[src/hdl/assert_macros.svh]
// Assertion macros for the RTL of the decimal square root unit.
`ifndef ASSERT_MACROS_SVH
`define ASSERT_MACROS_SVH

`ifndef NO_ASSERTIONS

`define DSR_ASSERT_CLK(label, clk, rst_n, prop, msg) \
  label: assert property (@(posedge clk) disable iff (!rst_n) prop) else $error(msg);

`define DSR_ASSERT_NEVER(label, clk, rst_n, cond, msg) \
  label: assert property (@(posedge clk) disable iff (!rst_n) !(cond)) else $error(msg);

`else

`define DSR_ASSERT_CLK(label, clk, rst_n, prop, msg)

`define DSR_ASSERT_NEVER(label, clk, rst_n, cond, msg)

`endif

`endif

[src/hdl/dsr_pkg.sv]
// Shared constants, types and helper functions of the decimal square root unit.
`default_nettype none

package dsr_pkg;

  localparam int RADICAND_BITS = 31;
  localparam int MAX_PLACES    = 4;
  localparam int PLACES_W      = 3;
  localparam int SCALE_W       = 14;
  localparam int SCALE_SQ_BITS = 27;
  localparam int PROD_W        = RADICAND_BITS + SCALE_SQ_BITS;
  localparam int ROOT_W        = (PROD_W + 1) / 2;
  localparam int REM_W         = ROOT_W + 1;
  localparam int ITER_W        = $clog2(ROOT_W);
  localparam int INT_W         = 16;
  localparam int FRAC_W        = 14;
  localparam int DATA_W        = 32;
  localparam int ADDR_W        = 3;
  localparam int FRAC_LIMIT    = 10000;

  typedef struct packed {
    logic              idle;
    logic              done;
    logic [INT_W-1:0]  integer_part;
    logic [FRAC_W-1:0] fraction_digits;
  } core_status_t;

  function automatic logic [PLACES_W-1:0] sat_places(input logic [PLACES_W-1:0] places);
    logic [PLACES_W-1:0] res;
    if (places > PLACES_W'(MAX_PLACES)) begin
      res = PLACES_W'(MAX_PLACES);
    end else begin
      res = places;
    end
    return res;
  endfunction

  function automatic logic [SCALE_W-1:0] scale_of(input logic [PLACES_W-1:0] places);
    logic [SCALE_W-1:0] res;
    case (places)
      3'd0:    res = SCALE_W'(1);
      3'd1:    res = SCALE_W'(10);
      3'd2:    res = SCALE_W'(100);
      3'd3:    res = SCALE_W'(1000);
      default: res = SCALE_W'(10000);
    endcase
    return res;
  endfunction

endpackage

`default_nettype wire

[src/hdl/dsr_core.sv]
// Sequential datapath: decimal scaling, radix-4 digit-recurrence root and bit-serial division.
`default_nettype none

module dsr_core (
  input  wire logic                             clk_i,
  input  wire logic                             rst_ni,
  input  wire logic                             start_i,
  input  wire logic [dsr_pkg::RADICAND_BITS-1:0] radicand_i,
  input  wire logic [dsr_pkg::PLACES_W-1:0]      places_i,
  input  wire logic                             ack_i,
  output dsr_pkg::core_status_t                 status_o
);

  typedef enum logic [4:0] {
    ST_IDLE  = 5'b00001,
    ST_SCALE = 5'b00010,
    ST_ROOT  = 5'b00100,
    ST_DIV   = 5'b01000,
    ST_DONE  = 5'b10000
  } state_e;

  state_e                            state_q, state_d;
  logic [dsr_pkg::ITER_W-1:0]        cnt_q, cnt_d;
  logic [dsr_pkg::PROD_W-1:0]        val_q, val_d;
  logic [dsr_pkg::ROOT_W-1:0]        root_q, root_d;
  logic [dsr_pkg::REM_W-1:0]         rem_q, rem_d;
  logic [dsr_pkg::SCALE_W-1:0]       scale_q, scale_d;
  logic [dsr_pkg::PLACES_W-1:0]      places_sat;

  logic [dsr_pkg::REM_W+1:0]         root_rem;
  logic [dsr_pkg::REM_W+1:0]         root_trial;
  logic                              root_ge;
  logic [dsr_pkg::SCALE_W:0]         div_rem;
  logic                              div_ge;

  assign places_sat = dsr_pkg::sat_places(places_i);

  assign root_rem   = {rem_q, val_q[dsr_pkg::PROD_W-1 -: 2]};
  assign root_trial = (dsr_pkg::REM_W+2)'({root_q, 2'b01});
  assign root_ge    = (root_rem >= root_trial);

  assign div_rem = {rem_q[dsr_pkg::SCALE_W-1:0], root_q[dsr_pkg::ROOT_W-1]};
  assign div_ge  = (div_rem >= {1'b0, scale_q});

  always_comb begin
    state_d = state_q;
    cnt_d   = cnt_q;
    val_d   = val_q;
    root_d  = root_q;
    rem_d   = rem_q;
    scale_d = scale_q;
    unique case (state_q)
      ST_IDLE: begin
        if (start_i) begin
          val_d   = dsr_pkg::PROD_W'(radicand_i);
          cnt_d   = dsr_pkg::ITER_W'({places_sat, 1'b0});
          scale_d = dsr_pkg::scale_of(places_sat);
          state_d = ST_SCALE;
        end
      end
      ST_SCALE: begin
        if (cnt_q == '0) begin
          cnt_d   = dsr_pkg::ITER_W'(dsr_pkg::ROOT_W - 1);
          root_d  = '0;
          rem_d   = '0;
          state_d = ST_ROOT;
        end else begin
          val_d = (val_q << 3) + (val_q << 1);
          cnt_d = cnt_q - 1'b1;
        end
      end
      ST_ROOT: begin
        val_d  = val_q << 2;
        root_d = {root_q[dsr_pkg::ROOT_W-2:0], root_ge};
        if (root_ge) begin
          rem_d = dsr_pkg::REM_W'(root_rem - root_trial);
        end else begin
          rem_d = dsr_pkg::REM_W'(root_rem);
        end
        if (cnt_q == '0) begin
          rem_d   = '0;
          cnt_d   = dsr_pkg::ITER_W'(dsr_pkg::ROOT_W - 1);
          state_d = ST_DIV;
        end else begin
          cnt_d = cnt_q - 1'b1;
        end
      end
      ST_DIV: begin
        root_d = {root_q[dsr_pkg::ROOT_W-2:0], div_ge};
        if (div_ge) begin
          rem_d = dsr_pkg::REM_W'(dsr_pkg::SCALE_W'(div_rem - {1'b0, scale_q}));
        end else begin
          rem_d = dsr_pkg::REM_W'(dsr_pkg::SCALE_W'(div_rem));
        end
        if (cnt_q == '0) begin
          state_d = ST_DONE;
        end else begin
          cnt_d = cnt_q - 1'b1;
        end
      end
      ST_DONE: begin
        if (ack_i) begin
          state_d = ST_IDLE;
        end
      end
      default: begin
        state_d = ST_IDLE;
      end
    endcase
  end

  always_ff @(posedge clk_i or negedge rst_ni) begin
    if (!rst_ni) begin
      state_q <= ST_IDLE;
      cnt_q   <= '0;
    end else begin
      state_q <= state_d;
      cnt_q   <= cnt_d;
    end
  end

  always_ff @(posedge clk_i) begin
    val_q   <= val_d;
    root_q  <= root_d;
    rem_q   <= rem_d;
    scale_q <= scale_d;
  end

  assign status_o.idle            = (state_q == ST_IDLE);
  assign status_o.done            = (state_q == ST_DONE);
  assign status_o.integer_part    = root_q[dsr_pkg::INT_W-1:0];
  assign status_o.fraction_digits = rem_q[dsr_pkg::FRAC_W-1:0];

endmodule

`default_nettype wire

[src/hdl/decimal_square_root_unit.sv]
// Decimal square root unit: the top level with stream ports, register port and output register.
//
// Each radicand yields floor(sqrt(radicand * 100^p)) split into an integer part and p
// fraction digits, p being the decimal_places register (values above 4 act as 4).
// One transaction is in work at a time. It scales the radicand by 100^p in multiply-by-ten
// steps, runs the radix-4 root recurrence (two radicand bits per cycle), divides bit-serially
// by 10^p and hands the result over to the output register. The next radicand is taken once
// the core is idle again after the hand-over; a result held back by m_axis_tready stalls the
// core and the input with it.
// Write decimal_places only while the unit is idle.
`default_nettype none

module decimal_square_root_unit (
  input  wire logic                         clk_i,
  input  wire logic                         rst_ni,
  // register port
  input  wire logic                         psel,
  input  wire logic                         penable,
  input  wire logic                         pwrite,
  input  wire logic [dsr_pkg::ADDR_W-1:0]   paddr,
  input  wire logic [dsr_pkg::DATA_W-1:0]   pwdata,
  output      logic [dsr_pkg::DATA_W-1:0]   prdata,
  output      logic                         pready,
  // input stream
  input  wire logic                         s_axis_tvalid,
  output      logic                         s_axis_tready,
  input  wire logic [31:0]                  s_axis_tdata,  // [30:0] radicand, [31] zero
  // output stream
  output      logic                         m_axis_tvalid,
  input  wire logic                         m_axis_tready,
  output      logic [31:0]                  m_axis_tdata   // [15:0] integer_part,
                                                           // [29:16] fraction_digits, [31:30] zero
);

  `include "assert_macros.svh"

  logic [dsr_pkg::PLACES_W-1:0] places_q, places_d;
  logic                         m_valid_q, m_valid_d;
  logic [31:0]                  m_data_q;
  logic                         cfg_wr;
  logic                         start;
  logic                         load;
  dsr_pkg::core_status_t        core_status;

  assign pready = 1'b1;
  assign cfg_wr = psel && penable && pwrite && pready && !paddr[2];

  always_comb begin
    places_d = places_q;
    if (cfg_wr) begin
      places_d = pwdata[dsr_pkg::PLACES_W-1:0];
    end
  end

  assign prdata = paddr[2] ? '0 : dsr_pkg::DATA_W'(places_q);

  assign s_axis_tready = core_status.idle;
  assign start         = s_axis_tvalid && s_axis_tready;

  dsr_core u_core (
    .clk_i      (clk_i),
    .rst_ni     (rst_ni),
    .start_i    (start),
    .radicand_i (s_axis_tdata[dsr_pkg::RADICAND_BITS-1:0]),
    .places_i   (places_q),
    .ack_i      (load),
    .status_o   (core_status)
  );

  assign load = core_status.done && (!m_valid_q || m_axis_tready);

  always_comb begin
    m_valid_d = m_valid_q;
    if (load) begin
      m_valid_d = 1'b1;
    end else if (m_axis_tready) begin
      m_valid_d = 1'b0;
    end
  end

  always_ff @(posedge clk_i or negedge rst_ni) begin
    if (!rst_ni) begin
      places_q  <= '0;
      m_valid_q <= 1'b0;
    end else begin
      places_q  <= places_d;
      m_valid_q <= m_valid_d;
    end
  end

  always_ff @(posedge clk_i) begin
    if (load) begin
      m_data_q <= {2'b00, core_status.fraction_digits, core_status.integer_part};
    end
  end

  assign m_axis_tvalid = m_valid_q;
  assign m_axis_tdata  = m_data_q;

  `DSR_ASSERT_CLK(a_busy_after_accept, clk_i, rst_ni, start |=> !s_axis_tready, "input taken while busy")
  `DSR_ASSERT_CLK(a_result_held, clk_i, rst_ni, core_status.done && m_valid_q && !m_axis_tready |=> core_status.done, "finished result dropped")
  `DSR_ASSERT_NEVER(a_frac_range, clk_i, rst_ni, m_valid_q && (m_data_q[29:16] >= 14'(dsr_pkg::FRAC_LIMIT)), "fraction out of range")

endmodule

`default_nettype wire
[config.mk]
export PLATFORM = sky130hd
export DESIGN_NAME = decimal_square_root_unit
export DESIGN_NICKNAME = d
export VERILOG_FILES = /design/src/hdl/dsr_pkg.sv /design/src/hdl/dsr_core.sv /design/src/hdl/decimal_square_root_unit.sv
export VERILOG_INCLUDE_DIRS = /design/src /design/src/hdl
export SDC_FILE = /design/constraint.sdc
export NUM_CORES = 1
export LEC_CHECK = 0
export BUFFER_PORTS_ARGS = -buffer_cell sky130_fd_sc_hd__buf_4
export CORE_ASPECT_RATIO = 0.9
export CORE_UTILIZATION = 50
export CTS_CLUSTER_DIAMETER = 120
export DETAILED_ROUTE_END_ITERATION = 10
export PLACE_DENSITY = 0.7
export REMOVE_ABC_BUFFERS = 1
export SLEW_MARGIN = 15
export SYNTH_ARGS = -nofsm -noshare
export SYNTH_HDL_FRONTEND = slang
export SYNTH_HIERARCHICAL = 1
export SYNTH_SLANG_ARGS = --single-unit
export TNS_END_PERCENT = 1
[constraint.sdc]
create_clock -name clk_i -period 6.3 [get_ports clk_i]
set_input_delay 1.26 -clock clk_i [delete_from_list [all_inputs] [get_ports clk_i]]
set_output_delay 1.26 -clock clk_i [all_outputs]
set_load 0.05 [all_outputs]
==> impl_metrics.toml <==
[clocking]
ctsHoldBuffers = 0
cts_made_buffers = 17
htreeDepth = 4
cts.clk_slew.worst_paths_ns = 0.08
cts_resized = 0
cts_tree = "yes"
cts-root-buf = "clkbuf_16"
postCtsSetupBuffers = 0
worst_skew_pair.late_latency_ns = 0.45
clock_path_buffers = 2
cts_sinks = 169

[timing]
finalCriticalPeriod_ns = 4.33
setup_viol = 0
hold_violations = 0
grt_setup_unrepaired = "false"
fin_setup_tns_ns = 0
period_share_pct = 68.8
worstMarginPinSlew_ns = 1.11
skew_ns = 0.0198
maxSlewHeadroom_pct = 25.8
max_freq_mhz = 231
slew_violations = 0

[logic_synthesis]
yosys_most_used_dff = "edfxtp_1"
syn_avg_cell_area_um2 = 9.40
synth-xor-area-share_pct = 5.92
synthCells = 1352
synth_top_area_share_pct = 36.6
muxShareOfSynthArea_pct = 2.09
netlist_area_um2 = 12700
synth_top_family_by_area = "compound AO/OA/AOI/OAI gates"
synthAdderAreaFrac_pct = 9.96
synth-seq-area-share_pct = 39.4
ys_ff_latch = 169
synth-compound-area-share_pct = 21.0
synth_edf_count = 155
synth_cell_types = 81
synth_area_leader_cell = "edfxtp_1"
synth.top_cells.by_area = "edfxtp_1 37%, ha_1 9.6%, a21oi_1 4.4%"
ys_warn_count = 6
synthSimpleGateAreaFrac_pct = 14.4
async_reset_ff_share_pct = 8.28

[setup_path]
startpoint_type = "flop"
cp_data_required_time_ns = 6.47
r2r_start = "u_core/rem_q[0]"
max_stage_delay_ns = 0.90
crit_arrival_ns = 4.51
critPathKind = "reg2reg"
r2r_cells = 11
crit_end = "u_core/rem_q[21]"
worstSetupEndpointType = "flop"
cp.depth = 11
r2r_end = "u_core/rem_q[21]"
r2r_slack_ns = 1.97
worst_path_max_delay_cell = "a21oi_4"
crit_path_start = "u_core/rem_q[0]"
cp_num_buf_inv = 1
crit_fanout = 43
worstPathCellList = "ha_1 > and2b_1 > o2111a_1 > nor3_2 > o41ai_4 > a31oi_4 > o41ai_1 > a21oi_4 > inv_2 > mux2i_1 > nor2_1"
crit_family = "compound AO/OA/AOI/OAI gates"

[drt]
antenna_left = 0
drt_iter0_drc = 571
vias_per_cell = 5.77
wl_mm = 28.2
wl_per_cell_um = 16.4
dr.pass1.iters = 4
drt_drc_violations_left = 0
vias = 9947

[power]
share_seq_of_total_power_pct = 26.3
pwr-share-comb_pct = 59.1
internal_power_mw = 3.87
p_switching_mw = 3.42
p_per_area_nw_per_um2 = 526
p_clk_share_pct = 14.7
max-vdd-ir-drop_mv = 0.319
leakagePower_nw = 5.86
swShare_pct = 46.9

[global_routing]
track_usage_pct = 22.3
grt_max_degree = 58
antenna_found_initial = 0
overflow = 0
first_global_vias = 9433
grt_pass1_wl_mm = 46.9

[placed_design]
hpwl_mm = 20.1
portBuffers = 76
gp_congestion = 0.859
placed_cells = 1692

[finish]
layout-drive-gt1-share_pct = 10.8
layout.nets = 1549
antenna_cells = 0
syn2layout_area_growth_pct = 8.92
fin_cells = 1724

[die]
coreArea_um2 = 24600
die_h_um = 153
initial_core_util_pct = 51.7
dieArea_um2 = 26100
io-pin-count = 141
die_w_um = 170
rows = 54

[worst_hold_path]
hold_class = "reg2reg"
whs_path_depth = 0

[flow_run]
cap_violations = 0

[outcome]
outcome = "complete, no violations"
-- per-stage QoR --
stage | area, µm² | utilization, % | hold WS, ns | power [mW] | setup WS (ns)
final | 13800 | 56.3 | 0.439 | 7.29 | 1.97
after global placement | 13200 | 53.9 | 0.432 | 6.09 | 2.15
after CTS | 13800 | 56.3 | 0.445 | 7.26 | 2.03
after global routing | 13800 | 56.3 | 0.449 | 7.88 | 1.65
after detailed placement | 13200 | 53.9 | 0.434 | 6.15 | 2.06
after floorplan | 12200 | - | 0.426 | 5.22 | 0.350
-- cell type report --
type,count,area (µm²)
fill,2204,10700
multi-input combinational,1035,6930
sequential,169,5010
timing repair buffer,84,631
clock buffer,17,425
tap,336,420
inverter,68,255
clock inverter,15,176
-- kinds of logic after synthesis --
group	count (synthesis)
AO/OA/AOI/OAI	414
XOR/XNOR	86
adder cells (fa/ha/maj)	100
buffers and inverters	178
flip-flops	169
multiplexers	25
other	2
AND/OR/NAND/NOR	378
-- registers in the layout, summed over array words and instances (netlist names) --
register / count
u_core/val_q: 58
m_axis_tdata: 30
u_core/rem_q: 30
u_core/root_q: 29
u_core/scale_q: 8
u_core/cnt_q: 5
u_core/state_q: 5
places_q: 3
m_axis_tvalid: 1
-- Yosys cell counts, types with 5 or more instances --
| cell type | count |
|---|---|
| nand4_1 | 15 |
| a211oi_1 | 12 |
| nor2_1 | 131 |
| nand3_1 | 20 |
| a21oi_1 | 113 |
| dfrtp_1 | 13 |
| a21o_1 | 47 |
| o211ai_1 | 5 |
| ha_1 | 98 |
| buf_4 | 62 |
| mux2i_1 | 22 |
| a31oi_1 | 9 |
| or3_1 | 6 |
| buf_2 | 7 |
| xor2_1 | 36 |
| edfxtp_1 | 155 |
| o22ai_1 | 17 |
| nand2b_1 | 15 |
| o31ai_1 | 5 |
| o21ai_0 | 95 |
| a22oi_1 | 30 |
| nand3b_1 | 6 |
| clkbuf_1 | 37 |
| and3_1 | 17 |
| o21ai_1 | 6 |
| inv_1 | 67 |
| nor2b_1 | 20 |
| nand2_1 | 93 |
| o21bai_1 | 20 |
| o21a_1 | 10 |
| nor3_1 | 16 |
| xnor2_1 | 50 |
| and2_1 | 9 |
-- worst min path at each step --
stage / startpoint / endpoint
after floorplan: u_core/root_q[0] / m_axis_tdata[0]
after global placement: u_core/root_q[13] / m_axis_tdata[13]
after detailed placement: u_core/root_q[4] / m_axis_tdata[4]
after CTS: u_core/root_q[4] / m_axis_tdata[4]
after global routing: u_core/root_q[4] / m_axis_tdata[4]
final: u_core/root_q[4] / m_axis_tdata[4]
-- metal layers --
| metal | vias up | global-route usage [%] | wire length (µm) | part of all wire, % |
|---|---|---|---|---|
| li1 | 4926 | - | - | - |
| met1 | 4734 | 31.9 | 13600 | 48 |
| met2 | 262 | 35.0 | 12900 | 46 |
| met3 | 25 | 3.31 | 1460 | 5.2 |
| met4 | 0 | 5.96 | 288 | 1.0 |
| met5 | - | 0 | 0 | 0 |
-- cells in the final DEF (no fill, tap or decap), drive strengths merged, types with 20 or more instances in the layout --
cell,synthesis,final
nor2b,20,20
inv,68,75
conb,2,32
a21o,47,47
ha,98,98
xor2,36,36
mux2i,22,22
a21oi,116,116
nor2,131,131
nand3,20,20
o21bai,20,20
a22oi,30,30
buf,73,84
edfxtp,155,155
o21ai,101,101
nand2,93,93
xnor2,50,50
-- power by group through the flow --
stage / logic [mW] / clock network, mW / registers (mW)
6_report: 4.30 / 1.07 / 1.91
3_5_place_dp: 4.22 / 0 / 1.93
3_3_place_gp: 4.16 / 0 / 1.93
5_1_grt: 4.79 / 1.13 / 1.95
2_1_floorplan: 3.35 / 0 / 1.87
4_1_cts: 4.26 / 1.09 / 1.91
Power figures use the tool's default switching activity.
